`src/rtl/csd_pkg.sv`:
```
`timescale 1ns / 1ps
`default_nettype none
// ----------------------------------------------------------------------------
// csd_pkg
// Shared types and constants for the command string decoder.
// ----------------------------------------------------------------------------
package csd_pkg;

  localparam int KEY_W     = 40;
  localparam int BYTE_W    = 8;
  localparam int SEP_W     = 10;
  localparam int IDX_W     = 2;
  localparam int NUM_KREGS = 4;
  localparam int CFG_IDX_W = 3;

  localparam logic [SEP_W-1:0] SEP_MAX = 10'd1023;

  localparam int BUF_BYTES_DEF = 1024;
  localparam int KEY_LEN_DEF   = 5;
  localparam int NUM_KEYS_DEF  = 4;

  // register indexes of the config port
  localparam logic [CFG_IDX_W-1:0] REG_KEY0 = 3'd0;
  localparam logic [CFG_IDX_W-1:0] REG_KEY1 = 3'd1;
  localparam logic [CFG_IDX_W-1:0] REG_KEY2 = 3'd2;
  localparam logic [CFG_IDX_W-1:0] REG_KEY3 = 3'd3;
  localparam logic [CFG_IDX_W-1:0] REG_TERM = 3'd4;
  localparam logic [CFG_IDX_W-1:0] REG_SEP  = 3'd5;

  // "cmd_1" .. "cmd_4"
  localparam logic [KEY_W-1:0] KEY0_RST = 40'd427037056817;
  localparam logic [KEY_W-1:0] KEY1_RST = 40'd427037056818;
  localparam logic [KEY_W-1:0] KEY2_RST = 40'd427037056819;
  localparam logic [KEY_W-1:0] KEY3_RST = 40'd427037056820;
  localparam logic [BYTE_W-1:0] TERM_RST = 8'd120;
  localparam logic [BYTE_W-1:0] SEP_RST  = 8'd44;

  typedef struct packed {
    logic [NUM_KREGS-1:0][KEY_W-1:0] key_words;
    logic [BYTE_W-1:0]               term_char;
    logic [BYTE_W-1:0]               sep_char;
  } cfg_t;

  typedef struct packed {
    logic              key_matched;
    logic [IDX_W-1:0]  key_index;
    logic [SEP_W-1:0]  separator_count;
    logic              overflowed;
  } res_t;

endpackage
`default_nettype wire

```
`src/rtl/csd_cfg.sv`:
```
`timescale 1ns / 1ps
`default_nettype none
// ----------------------------------------------------------------------------
// csd_cfg
// Configuration register file: key words, terminator and separator bytes.
// ----------------------------------------------------------------------------
module csd_cfg (
  input  wire logic                               clk_i,
  input  wire logic                               rst_ni,
  input  wire logic                               cfg_valid_i,
  output logic                                    cfg_ready_o,
  input  wire logic [csd_pkg::CFG_IDX_W-1:0]      cfg_index_i,
  input  wire logic [csd_pkg::KEY_W-1:0]          cfg_data_i,
  output csd_pkg::cfg_t                           cfg_o
);

  csd_pkg::cfg_t cfg_q;
  csd_pkg::cfg_t cfg_d;

  assign cfg_ready_o = 1'b1;
  assign cfg_o       = cfg_q;

  always_comb begin
    cfg_d = cfg_q;
    if (cfg_valid_i) begin
      case (cfg_index_i)
        csd_pkg::REG_KEY0: cfg_d.key_words[0] = cfg_data_i;
        csd_pkg::REG_KEY1: cfg_d.key_words[1] = cfg_data_i;
        csd_pkg::REG_KEY2: cfg_d.key_words[2] = cfg_data_i;
        csd_pkg::REG_KEY3: cfg_d.key_words[3] = cfg_data_i;
        csd_pkg::REG_TERM: cfg_d.term_char    = cfg_data_i[csd_pkg::BYTE_W-1:0];
        csd_pkg::REG_SEP:  cfg_d.sep_char     = cfg_data_i[csd_pkg::BYTE_W-1:0];
        default: ;
      endcase
    end
  end

  always_ff @(posedge clk_i or negedge rst_ni) begin
    if (!rst_ni) begin
      cfg_q.key_words[0] <= csd_pkg::KEY0_RST;
      cfg_q.key_words[1] <= csd_pkg::KEY1_RST;
      cfg_q.key_words[2] <= csd_pkg::KEY2_RST;
      cfg_q.key_words[3] <= csd_pkg::KEY3_RST;
      cfg_q.term_char    <= csd_pkg::TERM_RST;
      cfg_q.sep_char     <= csd_pkg::SEP_RST;
    end else begin
      cfg_q <= cfg_d;
    end
  end

endmodule
`default_nettype wire

```
`src/rtl/csd_content.sv`:
```
`timescale 1ns / 1ps
`default_nettype none
// ----------------------------------------------------------------------------
// csd_content
// Takes one content byte into the command state: capacity check, separator
// count and first-field key matching.
// ----------------------------------------------------------------------------
module csd_content #(
  parameter int BUF_BYTES = csd_pkg::BUF_BYTES_DEF,
  parameter int KEY_LEN   = csd_pkg::KEY_LEN_DEF,
  parameter int NUM_KEYS  = csd_pkg::NUM_KEYS_DEF
) (
  input  wire logic                                       en_i,
  input  wire logic [csd_pkg::BYTE_W-1:0]                 byte_i,
  input  wire logic [csd_pkg::BYTE_W-1:0]                 sep_char_i,
  input  wire logic [NUM_KEYS-1:0][csd_pkg::KEY_W-1:0]    key_words_i,
  input  wire logic [$clog2(BUF_BYTES)-1:0]               stored_i,
  input  wire logic [csd_pkg::SEP_W-1:0]                  sep_total_i,
  input  wire logic                                       first_i,
  input  wire logic [$clog2(KEY_LEN+1)-1:0]               fpos_i,
  input  wire logic [NUM_KEYS-1:0]                        mask_i,
  input  wire logic                                       ovf_i,
  output logic      [$clog2(BUF_BYTES)-1:0]               stored_o,
  output logic      [csd_pkg::SEP_W-1:0]                  sep_total_o,
  output logic                                            first_o,
  output logic      [$clog2(KEY_LEN+1)-1:0]               fpos_o,
  output logic      [NUM_KEYS-1:0]                        mask_o,
  output logic                                            ovf_o
);

  localparam int CNT_W = $clog2(BUF_BYTES);
  localparam int FP_W  = $clog2(KEY_LEN+1);

  logic [5:0]                      shamt;
  logic [NUM_KEYS-1:0][63:0]       kw;
  logic [NUM_KEYS-1:0]             hit;

  // first character sits in the top used byte of the key word
  assign shamt = 6'(((KEY_LEN - 1) - int'(fpos_i)) * 8);

  always_comb begin
    for (int k = 0; k < NUM_KEYS; k++) begin
      kw[k]  = 64'(key_words_i[k]) >> shamt;
      hit[k] = (kw[k][csd_pkg::BYTE_W-1:0] == byte_i);
    end
  end

  always_comb begin
    stored_o    = stored_i;
    sep_total_o = sep_total_i;
    first_o     = first_i;
    fpos_o      = fpos_i;
    mask_o      = mask_i;
    ovf_o       = ovf_i;
    if (en_i) begin
      if (stored_i >= CNT_W'(BUF_BYTES - 1)) begin
        ovf_o = 1'b1;
      end else begin
        stored_o = stored_i + CNT_W'(1);
        if (byte_i == sep_char_i) begin
          if (sep_total_i < csd_pkg::SEP_MAX) begin
            sep_total_o = sep_total_i + csd_pkg::SEP_W'(1);
          end
          first_o = 1'b0;
        end else if (first_i) begin
          if (fpos_i < FP_W'(KEY_LEN)) begin
            mask_o = mask_i & hit;
            fpos_o = fpos_i + FP_W'(1);
          end else begin
            mask_o = '0;
          end
        end
      end
    end
  end

endmodule
`default_nettype wire

```
`src/rtl/csd_decode.sv`:
```
`timescale 1ns / 1ps
`default_nettype none
// ----------------------------------------------------------------------------
// csd_decode
// Per-byte next-state logic: terminator pairing, flushing of a lone
// terminator as content, and the result of a finished command.
// ----------------------------------------------------------------------------
module csd_decode #(
  parameter int BUF_BYTES = csd_pkg::BUF_BYTES_DEF,
  parameter int KEY_LEN   = csd_pkg::KEY_LEN_DEF,
  parameter int NUM_KEYS  = csd_pkg::NUM_KEYS_DEF
) (
  input  wire logic [csd_pkg::BYTE_W-1:0]                 byte_i,
  input  wire csd_pkg::cfg_t                              cfg_i,
  input  wire logic                                       pend_i,
  input  wire logic [$clog2(BUF_BYTES)-1:0]               stored_i,
  input  wire logic [csd_pkg::SEP_W-1:0]                  sep_total_i,
  input  wire logic                                       first_i,
  input  wire logic [$clog2(KEY_LEN+1)-1:0]               fpos_i,
  input  wire logic [NUM_KEYS-1:0]                        mask_i,
  input  wire logic                                       ovf_i,
  output logic                                            pend_o,
  output logic      [$clog2(BUF_BYTES)-1:0]               stored_o,
  output logic      [csd_pkg::SEP_W-1:0]                  sep_total_o,
  output logic                                            first_o,
  output logic      [$clog2(KEY_LEN+1)-1:0]               fpos_o,
  output logic      [NUM_KEYS-1:0]                        mask_o,
  output logic                                            ovf_o,
  output logic                                            res_valid_o,
  output csd_pkg::res_t                                   res_o
);

  localparam int CNT_W = $clog2(BUF_BYTES);
  localparam int FP_W  = $clog2(KEY_LEN+1);

  logic [NUM_KEYS-1:0][csd_pkg::KEY_W-1:0] keys;
  logic                  is_term;
  logic [CNT_W-1:0]      a_stored, b_stored;
  logic [csd_pkg::SEP_W-1:0] a_sep, b_sep;
  logic                  a_first, b_first;
  logic [FP_W-1:0]       a_fpos, b_fpos;
  logic [NUM_KEYS-1:0]   a_mask, b_mask;
  logic                  a_ovf, b_ovf;

  always_comb begin
    for (int k = 0; k < NUM_KEYS; k++) begin
      keys[k] = cfg_i.key_words[k];
    end
  end

  assign is_term = (byte_i == cfg_i.term_char);

  // a waiting lone terminator becomes content ahead of this byte
  csd_content #(
    .BUF_BYTES (BUF_BYTES),
    .KEY_LEN   (KEY_LEN),
    .NUM_KEYS  (NUM_KEYS)
  ) u_flush (
    .en_i        (pend_i & ~is_term),
    .byte_i      (cfg_i.term_char),
    .sep_char_i  (cfg_i.sep_char),
    .key_words_i (keys),
    .stored_i    (stored_i),
    .sep_total_i (sep_total_i),
    .first_i     (first_i),
    .fpos_i      (fpos_i),
    .mask_i      (mask_i),
    .ovf_i       (ovf_i),
    .stored_o    (a_stored),
    .sep_total_o (a_sep),
    .first_o     (a_first),
    .fpos_o      (a_fpos),
    .mask_o      (a_mask),
    .ovf_o       (a_ovf)
  );

  csd_content #(
    .BUF_BYTES (BUF_BYTES),
    .KEY_LEN   (KEY_LEN),
    .NUM_KEYS  (NUM_KEYS)
  ) u_take (
    .en_i        (~is_term),
    .byte_i      (byte_i),
    .sep_char_i  (cfg_i.sep_char),
    .key_words_i (keys),
    .stored_i    (a_stored),
    .sep_total_i (a_sep),
    .first_i     (a_first),
    .fpos_i      (a_fpos),
    .mask_i      (a_mask),
    .ovf_i       (a_ovf),
    .stored_o    (b_stored),
    .sep_total_o (b_sep),
    .first_o     (b_first),
    .fpos_o      (b_fpos),
    .mask_o      (b_mask),
    .ovf_o       (b_ovf)
  );

  always_comb begin
    res_o.key_matched     = 1'b0;
    res_o.key_index       = '0;
    res_o.separator_count = sep_total_i;
    res_o.overflowed      = ovf_i;
    if (fpos_i == FP_W'(KEY_LEN)) begin
      for (int k = NUM_KEYS - 1; k >= 0; k--) begin
        if (mask_i[k]) begin
          res_o.key_matched = 1'b1;
          res_o.key_index   = csd_pkg::IDX_W'(k);
        end
      end
    end
  end

  always_comb begin
    res_valid_o = is_term & pend_i;
    pend_o      = is_term & ~pend_i;
    stored_o    = b_stored;
    sep_total_o = b_sep;
    first_o     = b_first;
    fpos_o      = b_fpos;
    mask_o      = b_mask;
    ovf_o       = b_ovf;
    if (is_term & pend_i) begin
      stored_o    = '0;
      sep_total_o = '0;
      first_o     = 1'b1;
      fpos_o      = '0;
      mask_o      = '1;
      ovf_o       = 1'b0;
    end
  end

endmodule
`default_nettype wire

```
`src/rtl/command_string_decoder.sv`:
```
`timescale 1ns / 1ps
`default_nettype none
// ----------------------------------------------------------------------------
// command_string_decoder
// Splits a byte stream into commands ended by a doubled terminator byte and
// reports separator count, key match and overflow for each command.
// ----------------------------------------------------------------------------
// Takes one byte per clock cycle while in_stall_o is low. A byte beat is
// captured in an input register and decoded against the command state once
// the output register is free, so a result beat reaches the output register
// from the input register after the second terminator byte is accepted; the
// output register lets the next byte be taken while a result is still held
// under stall. Config writes are taken every cycle (cfg_ready_o is tied high)
// and must happen while no byte is in flight. Content beyond BUF_BYTES-1
// bytes per command is dropped and sets overflowed_o.
// ----------------------------------------------------------------------------
module command_string_decoder #(
  parameter int BUF_BYTES = csd_pkg::BUF_BYTES_DEF,
  parameter int KEY_LEN   = csd_pkg::KEY_LEN_DEF,
  parameter int NUM_KEYS  = csd_pkg::NUM_KEYS_DEF
) (
  input  wire logic                              clk_i,
  input  wire logic                              rst_ni,
  input  wire logic                              cfg_valid_i,
  output logic                                   cfg_ready_o,
  input  wire logic [csd_pkg::CFG_IDX_W-1:0]     cfg_index_i,
  input  wire logic [csd_pkg::KEY_W-1:0]         cfg_data_i,
  input  wire logic                              in_valid_i,
  output logic                                   in_stall_o,
  input  wire logic [csd_pkg::BYTE_W-1:0]        data_byte_i,
  output logic                                   out_valid_o,
  input  wire logic                              out_stall_i,
  output logic                                   key_matched_o,
  output logic      [csd_pkg::IDX_W-1:0]         key_index_o,
  output logic      [csd_pkg::SEP_W-1:0]         separator_count_o,
  output logic                                   overflowed_o
);

  localparam int CNT_W = $clog2(BUF_BYTES);
  localparam int FP_W  = $clog2(KEY_LEN+1);

  csd_pkg::cfg_t cfg;

  logic                      in_vld_q;
  logic [csd_pkg::BYTE_W-1:0] in_byte_q;

  logic                      pend_q, pend_d;
  logic [CNT_W-1:0]          stored_q, stored_d;
  logic [csd_pkg::SEP_W-1:0] sep_q, sep_d;
  logic                      first_q, first_d;
  logic [FP_W-1:0]           fpos_q, fpos_d;
  logic [NUM_KEYS-1:0]       mask_q, mask_d;
  logic                      ovf_q, ovf_d;

  logic                      res_valid;
  csd_pkg::res_t             res;
  logic                      out_vld_q;
  csd_pkg::res_t             out_q;

  logic                      out_free;
  logic                      proc;
  logic                      in_acc;

  csd_cfg u_cfg (
    .clk_i       (clk_i),
    .rst_ni      (rst_ni),
    .cfg_valid_i (cfg_valid_i),
    .cfg_ready_o (cfg_ready_o),
    .cfg_index_i (cfg_index_i),
    .cfg_data_i  (cfg_data_i),
    .cfg_o       (cfg)
  );

  csd_decode #(
    .BUF_BYTES (BUF_BYTES),
    .KEY_LEN   (KEY_LEN),
    .NUM_KEYS  (NUM_KEYS)
  ) u_decode (
    .byte_i      (in_byte_q),
    .cfg_i       (cfg),
    .pend_i      (pend_q),
    .stored_i    (stored_q),
    .sep_total_i (sep_q),
    .first_i     (first_q),
    .fpos_i      (fpos_q),
    .mask_i      (mask_q),
    .ovf_i       (ovf_q),
    .pend_o      (pend_d),
    .stored_o    (stored_d),
    .sep_total_o (sep_d),
    .first_o     (first_d),
    .fpos_o      (fpos_d),
    .mask_o      (mask_d),
    .ovf_o       (ovf_d),
    .res_valid_o (res_valid),
    .res_o       (res)
  );

  assign out_free   = ~out_vld_q | ~out_stall_i;
  assign proc       = in_vld_q & out_free;
  assign in_stall_o = in_vld_q & ~out_free;
  assign in_acc     = in_valid_i & ~in_stall_o;

  assign out_valid_o       = out_vld_q;
  assign key_matched_o     = out_q.key_matched;
  assign key_index_o       = out_q.key_index;
  assign separator_count_o = out_q.separator_count;
  assign overflowed_o      = out_q.overflowed;

  always_ff @(posedge clk_i or negedge rst_ni) begin
    if (!rst_ni) begin
      in_vld_q  <= 1'b0;
      out_vld_q <= 1'b0;
      pend_q    <= 1'b0;
      stored_q  <= '0;
      sep_q     <= '0;
      first_q   <= 1'b1;
      fpos_q    <= '0;
      mask_q    <= '1;
      ovf_q     <= 1'b0;
    end else begin
      if (in_acc) begin
        in_vld_q <= 1'b1;
      end else if (proc) begin
        in_vld_q <= 1'b0;
      end
      if (proc) begin
        pend_q   <= pend_d;
        stored_q <= stored_d;
        sep_q    <= sep_d;
        first_q  <= first_d;
        fpos_q   <= fpos_d;
        mask_q   <= mask_d;
        ovf_q    <= ovf_d;
      end
      if (proc & res_valid) begin
        out_vld_q <= 1'b1;
      end else if (~out_stall_i) begin
        out_vld_q <= 1'b0;
      end
    end
  end

  always_ff @(posedge clk_i) begin
    if (in_acc) begin
      in_byte_q <= data_byte_i;
    end
    if (proc & res_valid) begin
      out_q <= res;
    end
  end

endmodule
`default_nettype wire

```
`config.mk`:
```
export PLATFORM = sky130hd
export DESIGN_NAME = command_string_decoder
export DESIGN_NICKNAME = d
export VERILOG_FILES = /design/src/rtl/csd_pkg.sv /design/src/rtl/csd_cfg.sv /design/src/rtl/csd_content.sv /design/src/rtl/csd_decode.sv /design/src/rtl/command_string_decoder.sv
export SDC_FILE = /design/constraint.sdc
export NUM_CORES = 1
export LEC_CHECK = 0
export BUFFER_PORTS_ARGS = -buffer_cell sky130_fd_sc_hd__buf_2
export CELL_PAD_IN_SITES_DETAIL_PLACEMENT = 1
export CELL_PAD_IN_SITES_GLOBAL_PLACEMENT = 2
export CORE_UTILIZATION = 38
export CTS_CLUSTER_DIAMETER = 40
export DETAILED_ROUTE_END_ITERATION = 10
export PLACE_DENSITY_LB_ADDON = 0.1
export SETUP_SLACK_MARGIN = 0.3
export SLEW_MARGIN = 20
export SYNTH_ARGS = -nofsm -noshare
export SYNTH_HDL_FRONTEND = slang
export SYNTH_SLANG_ARGS = --single-unit
```
`constraint.sdc`:
```
create_clock -name clk_i -period 4.8 [get_ports clk_i]
set_input_delay 0.72 -clock clk_i [delete_from_list [all_inputs] [get_ports clk_i]]
set_output_delay 0.72 -clock clk_i [all_outputs]
set_load 0.005 [all_outputs]
```
* Word level (Yosys, flattened, before mapping)
Index checks and enable logic that the tools add are counted.
Storage, ports and cells: output and inout port bits 17, bits of input ports 56, word-level logic and storage cells 144, register bits after elaboration 230
Cells by class: shift operators 8, equality and inequality tests 18, $add $sub $neg 8, bitwise operators 17, reduce and logical (&&, ||, !) cells 10, magnitude comparators 6, mux-type cells 56
Operators with widths (number):
- $shr 40x6->8 | 8
- $mux 10 | 14
- $eq 8x8->1 | 11
- $mux 3 | 15
- $mux 4 | 11
- $add 10x1->10 const B | 4
- $ge 10x10->1 const B | 2
- $lt 10x10->1 const B | 2
- $mux 1 | 16
- $reduce_and 2->1 | 6
- $eq 3x3->1 const B | 3
- $and 4x4->4 | 2
- $and 1x1->1 | 7
- $not 1->1 | 7
- $add 3x1->3 const B | 2
- $eq 3x2->1 const B | 2
- $lt 3x3->1 const B | 2
- $sub 3x3->3 const A | 2
- $eq 3x1->1 const B | 1
- $logic_not 3->1 | 1
- $reduce_or 3->1 | 1
- $ne 2x1->1 const B | 1
- $reduce_bool 2->1 | 1
- $reduce_or 2->1 | 1
- $or 1x1->1 | 1

* Depth between registers and ports, before layout
Gate-level depths: netlist (run 1).
depth after elaboration 16, gate-level depth with buffers 18, gate-level depth less buffers 15

* Hierarchy
Synthesis (run 1) repeated with hierarchy kept, for this count alone.
Second synthesis, totals: cell total of the unflattened synthesis 1247, area, all modules 14707.9 um2
By module, submodules not included:
- csd_cfg | cells each 377, area each 6703.9 um2, sequential area each 4519.3 um2, times used 1
- csd_content at u_decode.u_take | cells each 342, area each 2865.2 um2, sequential area each 0.0 um2, times used 1
- csd_content at u_decode.u_flush | cells each 337, area each 2681.3 um2, sequential area each 0.0 um2, times used 1
- command_string_decoder | cells each 96, area each 1888.1 um2, sequential area each 1467.7 um2, times used 1
- csd_decode | cells each 95, area each 569.3 um2, sequential area each 0.0 um2, times used 1

* Least setup slack after synthesis (run 1)
No wires, ideal clock.
path type register to register, start point register u_cfg.cfg_q, in the netlist u_cfg.cfg_o[13], end point register mask_q[1], path slack 0.295 ns, library setup time 0.091 ns, required time 4.709 ns, stages on the path, launching flop included 17, arrival time 4.414 ns, buffers on the path 6, period minus slack after synthesis 4.505 ns, cell sequence dfstp_2 -> buf_2 -> xor2_1 -> nor4_4 -> a21oi_1 -> nand4_1 -> xnor2_2 -> buf_2 -> buf_4 -> ha_1 -> clkbuf_1 -> clkbuf_1 -> clkbuf_1 -> mux4_2 -> mux2i_1 -> o2111ai_1 -> o31ai_1
Between the ends: word-level cells in the longest chain between the ends 14, elaborated cells between the ends (all ways) 31, classes of those cells add/sub: 1; order compare: 2; eq/ne: 4; shift: 1; mux: 18; bitwise: 5
RTL lines:
- from (decl) | line csd_cfg.sv:17 | csd_pkg::cfg_t cfg_q;
- from (signal assigned) | line csd_cfg.sv:47 | cfg_q <= cfg_d;
- $eq 8x8->1 (on tied branches) | line csd_content.sv:60, csd_content.sv:44, csd_decode.sv:51
- $mux 3, or another cell as far along | line csd_content.sv:60 | if (byte_i == sep_char_i) begin
- $mux 3, or another cell as far along | line csd_content.sv:56 | if (stored_i >= CNT_W'(BUF_BYTES - 1)) begin
- $mux 3 or $mux 4 (tied branches) | line csd_content.sv:55, csd_content.sv:65
- $sub 3x3->3 or $mux 4 (tied branches) | line csd_content.sv:39, csd_content.sv:60
- $shr 40x6->8 or $mux 4 (tied branches) | line csd_content.sv:43, csd_content.sv:56
- $eq 8x8->1 or $mux 4 (tied branches) | line csd_content.sv:44, csd_content.sv:55
- $and 4x4->4 | line csd_content.sv:67 | mask_o = mask_i & hit;
- $mux 4 | line csd_content.sv:66 | if (fpos_i < FP_W'(KEY_LEN)) begin
- $mux 4 | line csd_content.sv:65 | end else if (first_i) begin
- $mux 4 | line csd_content.sv:60
- $mux 4 | line csd_content.sv:56
- $mux 4 | line csd_content.sv:55 | if (en_i) begin
- $mux 4 * | line csd_decode.sv:124 | if (is_term & pend_i) begin
- to (signal assigned) | line command_string_decoder.sv:133 | mask_q <= mask_d;
- to (decl) | line command_string_decoder.sv:52 | logic [NUM_KEYS-1:0] mask_q, mask_d;
Mark *: on every way between the ends. The rest lies on a longest branch, timed or not. A chain may end at the register's enable or synchronous reset.

* Worst setup path after layout (run 1)
start point register u_cfg.cfg_q, in the netlist u_cfg.cfg_o[13], end point register mask_q[2]
The elaborated chain is that of the path after synthesis.

==> results of run 1 <==
==> logic make-up after synthesis <==
family,Yosys count,synth area share [%]
mux,279,25.50
fa+ha+maj,8,0.7200
buf+inv,111,3.339
simple gates,284,10.37
compound gates,254,12.39
other cells,1,0.02697
flops,230,43.07
xor+xnor,72,4.590
==> layout by cell type (no fill, tap or decap), drive strengths merged, types with 46 or more instances in the layout <==
master / synthesis / layout
o21ai: 47 / 47
nand2: 95 / 95
nor2: 46 / 46
dfrtp: 111 / 111
clkbuf: 50 / 54
mux2i: 47 / 47
dfstp: 97 / 97
buf: 31 / 108
mux2: 191 / 191
a21oi: 61 / 61
==> per-layer routing <==
metal / track usage, % / wire length (um) / vias to the layer above
li1: - / - / 4863
met1: 34.07 / 20770 / 5598
met2: 45.71 / 24390 / 279
met3: 3.382 / 1888 / 102
met4: 12.03 / 1993 / 0
met5: 0 / 0 / -
==> state kept, by name (all words and copies together) (netlist names) <==
name               count
in_byte_q              8
out_valid_o            1
key_index_o            2
pend_q                 1
in_vld_q               1
overflowed_o           1
first_q                1
u_cfg.cfg_o          176
stored_q              10
fpos_q                 3
key_matched_o          1
mask_q                 4
ovf_q                  1
sep_q                 10
separator_count_o     10
==> stage by stage <==
step                utilization, %  hold WS, ns  std cells  setup slack, ns  cell area (sq um)
floorplan                        -       0.4231       1239           0.3422              13910
global placement             41.55       0.4517       1727           0.5363              14850
detailed placement           41.55       0.4332       1727           0.3909              14850
CTS                          45.78       0.2224       1811           0.3851              16360
global route                 45.88       0.2540       1811           0.2386              16400
finish                       45.88       0.1866       1811           0.5563              16400
==> path summary, 6_finish.rpt <==
path / cells after the start / start / slack [ns] / end
setup reg to reg: 12 / u_cfg.cfg_o[13] / 0.56 / mask_q[2]
hold reg to reg: 0 / ovf_q / 0.45 / overflowed_o
min in group clk_i: 1 / data_byte_i[4] / 0.32 / in_byte_q[4]
setup / recovery: 12 / u_cfg.cfg_o[13] / 0.56 / mask_q[2]
max in group asynchronous: 2 / rst_ni / 3.56 / u_cfg.cfg_o[80]
hold / removal: 1 / rst_ni / 0.19 / sep_q[3]
==> area by class of cell <==
class                           count  area, sq um
Clock buffer                       54         1221
Clock inverter                     30        290.3
Fill cell                        3834        19340
Inverter                           30        112.6
Multi-Input combinational cell    898         7523
Sequential cell                   230         5992
Tap cell                          461        576.8
Timing Repair Buffer              108        680.7
==> report_power, final <==
part	internal [mW]	switching, mW
Clock	1.92	1.19
Sequential	2.46	0.437
Combinational	0.977	1.23
==> what timing repair did <==
item,CTS,global route
hold buffers,0,0
setup endpoints to repair,0,16
gates resized for setup,0,6
setup buffers,0,0
==> worst register-to-register path: cells and delay by family, from the launching register on <==
family	cells	cell delay (ns)
flip-flops	1	0.68
adder cells (fa/ha/maj)	1	0.33
multiplexers	3	1.11
AND/OR/NAND/NOR	3	0.67
AO/OA/AOI/OAI	3	0.83
buffers and inverters	1	0.26
XOR/XNOR	1	0.29
==> results.py, run 1 <==
metrics = {
    "setup_path": {
        "path_buf_inv": 1,
        "required_ns": 5.29,
        "path_max_fanout": 35,
        "cp_top_family": "multiplexers",
        "crit_top_cell": "mux2_2",
        "start_kind": "flip-flop",
        "cp-end-kind": "flip-flop",
        "crit_slowest_cell": "dfstp_2",
        "critPathKind": "reg -> reg",
        "path_cells": "xor2_1, nor4_4, a21oi_1, nand4_1, mux2_2, ha_1, buf_12, mux4_2, mux2_2, nor3_1, o2111ai_1, o31ai_1",
        "critPathArrivalTime_ns": 4.74,
        "max_stage_delay_ns": 0.68,
    },
    "pwr": {
        "p_total_mw": 8.223,
        "p_leak_nw": 6.323,
        "ir_drop_v": 0.0002806,
        "power_density_nw_per_um2": 501.5,
    },
    "die": {
        "coreArea_sq_um": 35740,
        "placementRows": 69,
        "die_x_um": 193.3,
        "initial_core_util_pct": 38.90,
        "die_h_um": 193.3,
        "dieArea_sq_um": 37350,
        "io_pins": 73,
    },
    "drt": {
        "drc_errors": 0,
        "num_vias": 10842,
        "wl_um": 49050,
        "ant_nets": 0,
        "firstDrtPassIters": 8,
        "dr.first_iter.drc_count": 660,
        "viasPerCell": 5.987,
        "wl_per_cell_um": 27.08,
    },
    "synth": {
        "synthCells": 1239,
        "yosys-top-cells-count": "mux2_2, dfrtp_1, dfstp_2, nand2_1, a21oi_1",
        "ys_types": 77,
        "synth-edff-count": 22,
        "yosysSeqAreaShare_pct": 43.07,
        "synth.largest_area_cell": "dfrtp_1",
        "syn_nets": 1303,
        "yosysMostFrequentCell": "mux2_2",
        "ys_warn_count": 0,
        "ys_top_cells_by_area": "dfrtp_1, dfstp_2, mux2_2, mux4_2, edfxtp_1",
        "syn_avg_cell_area_sq_um": 11.22,
        "async_reset_ff_share_pct": 90.43,
        "netlist.area_leader.share_pct": 19.98,
        "synth_seq_cells": 230,
        "synth.cell_area_sq_um": 13900,
        "synth_flop_cell": "dfrtp_1",
    },
    "global_route": {
        "grt_max_degree": 98,
        "first_global_vias": 11610,
        "grt_first_pass_wirelength_um": 74990,
        "grt_util_all_layers_pct": 26.81,
        "antenna_found_initial": 0,
        "grt-ovfl-total": 0,
    },
    "cts": {
        "cts.sinks": 230,
        "cts.path.max_buffers": 3,
        "clk-insertion-delay-late_ns": 0.58,
        "ctsHtreeMaxLevel": 2,
        "clk_pin_slew_worst_paths_ns": 0.06,
        "cts-root-buf": "clkbuf_16",
        "numCtsBuffers": 45,
        "cts_tree": "built",
    },
    "timing": {
        "fmax_ghz": 0.2356,
        "maxSlewViolCount": 0,
        "finClkSkew_ns": 0.02991,
        "tns_ns": 0,
        "tightest_slew_ns": 0.9842,
        "rsz0062_at_grt": "yes",
        "final_hold_viol_count": 0,
        "post-route-period-util_pct": 88.41,
        "slew_headroom_pct": 34.23,
        "setup_viol": 0,
        "period_minus_slack_ns": 4.244,
    },
    "hold_path": {
        "holdCritPathClass": "in -> async",
    },
    "place": {
        "gp_congestion": 0.9323,
        "dp_hpwl_um": 35690,
        "io_buffer_count": 71,
    },
    "outcome": {
        "status": "completed",
    },
    "run": {
        "cap_violations": 0,
    },
    "cells_and_area": {
        "fin_nets": 1377,
        "antenna_cells": 0,
        "layout-drive-gt1-share_pct": 39.93,
        "areaGrowthSynthToFinish_pct": 17.95,
    },
}
(Power assumes the default switching activity.)
==> run 2: changes to the inputs <==
- ABC_AREA: unset -> 1
- CORE_UTILIZATION: 38 -> 32
- HOLD_SLACK_MARGIN: unset -> 0.08
==> run 2 against run 1 <==
  * Area after synthesis rose by 2.0%
  * Global-route usage fell by 0.88 points
  * Register-to-register slack improved by 0.08 ns
  * Synthesized cell count rose by 63%
  * Hold slack got worse by 0.025 ns
  * Power rose by 40%
  * Critical path depth rose by 15
  * Combinational power rose by 140%
  * Sequential cell count did not move
  * Die area rose by 21%
  * Setup slack improved by 0.077 ns
==> results.py, run 2 <==
metrics = {
    "synth": {
        "synthAdderAreaFrac_pct": 0.7059,
        "synth_xor_area_share_pct": 2.718,
        "muxShareOfSynthArea_pct": 0,
        "yosysMostFrequentCell": "nand2_1",
        "synth-edff-count": 22,
        "synthCells": 2014,
        "syn_nets": 2078,
        "async_reset_ff_share_pct": 90.43,
        "synth_seq_cells": 230,
        "ys_top_cells_by_area": "dfrtp_1, dfstp_2, nand2_1, o21ai_0, nand3_1",
        "yosys-top-cells-count": "nand2_1, o21ai_0, nand3_1, inv_1, dfrtp_1",
        "synth-compound-area-share_pct": 13.75,
        "synth.cell_area_sq_um": 14180,
        "synth_top_family_by_area": "simple AND/OR/NAND/NOR gates",
        "synth.largest_area_cell": "dfrtp_1",
        "synth_simple_gate_area_share_pct": 31.85,
        "netlist.area_leader.share_pct": 19.59,
        "syn_avg_cell_area_sq_um": 7.041,
        "synth_flop_cell": "dfrtp_1",
        "yosysSeqAreaShare_pct": 42.22,
        "ys_warn_count": 0,
        "ys_types": 47,
    },
    "cts": {
        "cts-root-buf": "clkbuf_16",
        "numCtsBuffers": 49,
        "cts.path.max_buffers": 3,
        "clk-insertion-delay-late_ns": 0.57,
        "clk_pin_slew_worst_paths_ns": 0.05,
        "post_cts_buffers": 0,
        "cts.sinks": 230,
        "cts_tree": "built",
        "cts_hold_buffers": 0,
        "post_cts_resized": 0,
        "ctsHtreeMaxLevel": 2,
    },
    "cells_and_area": {
        "layout_common_cells": "nand2_1, o21ai_0, nand3_1, inv_1, dfrtp_1",
        "antenna_cells": 0,
        "final_util_pct": 38.49,
        "areaGrowthSynthToFinish_pct": 17.69,
        "largest_reg_flops": 176,
        "n_fill_cell": 5457,
        "mostFrequentLayoutCell": "nand2_1",
        "layout-drive-gt1-share_pct": 15.96,
        "stdcell_count": 2672,
        "final_cell_area_sq_um": 16690,
        "fin_nets": 2111,
    },
    "timing": {
        "final_hold_viol_count": 0,
        "finClkSkew_ns": 0.01057,
        "setup_viol": 0,
        "post-route-period-util_pct": 86.81,
        "fin_ws_ns": 0.6330,
        "fmax_ghz": 0.2400,
        "rsz0062_at_grt": "no",
        "hold_slack_ns": 0.1619,
        "slew_headroom_pct": 30.20,
        "period_minus_slack_ns": 4.167,
        "maxSlewViolCount": 0,
        "tightest_slew_ns": 1.047,
        "tns_ns": 0,
    },
    "drt": {
        "viasPerCell": 5.115,
        "wl_per_cell_um": 21.10,
        "num_vias": 13668,
        "ant_nets": 0,
        "firstDrtPassIters": 5,
        "wl_um": 56390,
        "drc_errors": 0,
        "dr.first_iter.drc_count": 1005,
    },
    "setup_path": {
        "path_max_fanout": 33,
        "start_kind": "flip-flop",
        "critPathArrivalTime_ns": 4.67,
        "required_ns": 5.30,
        "cp-end-kind": "flip-flop",
        "critPathKind": "reg -> reg",
    },
    "pwr": {
        "ir_drop_v": 0.0004866,
        "power_density_nw_per_um2": 691.9,
        "p_leak_nw": 7.691,
        "p_total_mw": 11.55,
    },
    "die": {
        "placementRows": 76,
        "dieArea_sq_um": 45160,
        "initial_core_util_pct": 32.70,
        "coreArea_sq_um": 43360,
        "die_h_um": 212.5,
        "io_pins": 73,
        "die_x_um": 212.5,
    },
    "global_route": {
        "grt_max_degree": 83,
        "antenna_found_initial": 0,
        "first_global_vias": 14019,
        "use_met3_pct": 4.623,
        "grt_first_pass_wirelength_um": 87650,
        "grt-ovfl-total": 0,
        "grt-busiest-layer": "met2",
        "grt_util_all_layers_pct": 25.93,
        "met2_usage_pct": 42.22,
        "grt_use_met1_pct": 35.33,
    },
    "place": {
        "place_area_sq_um": 15020,
        "dp_hpwl_um": 40200,
        "gp_congestion": 0.9124,
        "post-place-ws_ns": 0.7416,
        "io_buffer_count": 71,
        "placed_cells": 2581,
    },
    "hold_path": {
        "holdCritPathClass": "in -> async",
    },
    "run": {
        "cap_violations": 0,
    },
    "outcome": {
        "status": "completed",
    },
}
-- run 2: cell count changes in the layout (fill, tap and decap cells not counted), moves of 47 or more --
cell,previous run,this run
inv_1,28,170
nand2_1,94,658
nand3_1,29,266
mux2i_1,47,0
mux2_2,191,0
o21ai_0,45,273
-- run 2: path summary, 6_finish.rpt --
kind | slack (ns) | endpoint | cells after the start | from
min in group clk_i | 0.33 | in_byte_q[2] | 1 | data_byte_i[2]
max in group asynchronous | 3.26 | u_cfg.cfg_o[23] | 2 | rst_ni
setup reg to reg | 0.63 | mask_q[2] | 27 | in_byte_q[2]
setup / recovery | 0.63 | mask_q[2] | 27 | in_byte_q[2]
hold reg to reg | 0.46 | separator_count_o[6] | 0 | sep_q[6]
hold / removal | 0.16 | u_cfg.cfg_o[29] | 1 | rst_ni
-- run 2: power by group --
part	internal [mW]	total, mW	leakage [nW]	switching (mW)
logic	1.56	5.36	4.23	3.80
clock network	2.24	3.39	0.814	1.15
registers	2.43	2.80	2.65	0.374
total	6.23	11.5	7.69	5.32
-- run 2: area by class of cell --
| type | count | area (sq um) | area share [%] |
|---|---|---|---|
| Multi-Input combinational cell | 1478 | 6998 | 41.93 |
| Sequential cell | 230 | 5988 | 35.88 |
| Clock buffer | 64 | 1385 | 8.300 |
| Tap cell | 585 | 732.0 | 4.386 |
| Inverter | 193 | 724.4 | 4.341 |
| Timing Repair Buffer | 95 | 581.8 | 3.486 |
| Clock inverter | 27 | 279.0 | 1.672 |
-- run 2: routing by layer --
| layer | vias up | part of all wire (%) | wire (um) |
|---|---|---|---|
| li1 | 6664 | - | - |
| met1 | 6694 | 47 | 26710 |
| met2 | 243 | 46 | 26120 |
| met3 | 67 | 4.1 | 2325 |
| met4 | 0 | 2.2 | 1240 |
| met5 | - | 0 | 0 |
-- run 2: worst max-delay path: stages (launching register included) --
cell	delay, ns
edfxtp_1	0.65
inv_2	0.23
nand2_1	0.11
nand2_1	0.07
clkinv_1	0.05
nand2_1	0.05
nor2_2	0.22
nand2_4	0.14
nand3_4	0.17
nor2_2	0.06
nand2_1	0.09
nand2_2	0.09
ha_1	0.31
buf_4	0.46
nand3_1	0.26
nand2_1	0.13
nand2_1	0.08
nand3_1	0.10
nand2_1	0.06
nor2_1	0.12
nand2_1	0.11
nor2_1	0.14
nand2_1	0.07
nand2_1	0.07
nand2_1	0.05
nand2_1	0.07
nand2_1	0.06
nand2_1	0.05
-- run 2: cells by family after synthesis --
group | count (synthesis)
AND/OR/NAND/NOR | 1058
AO/OA/AOI/OAI | 367
buffers and inverters | 306
flip-flops | 230
XOR/XNOR | 44
adder cells (fa/ha/maj) | 8
other | 1
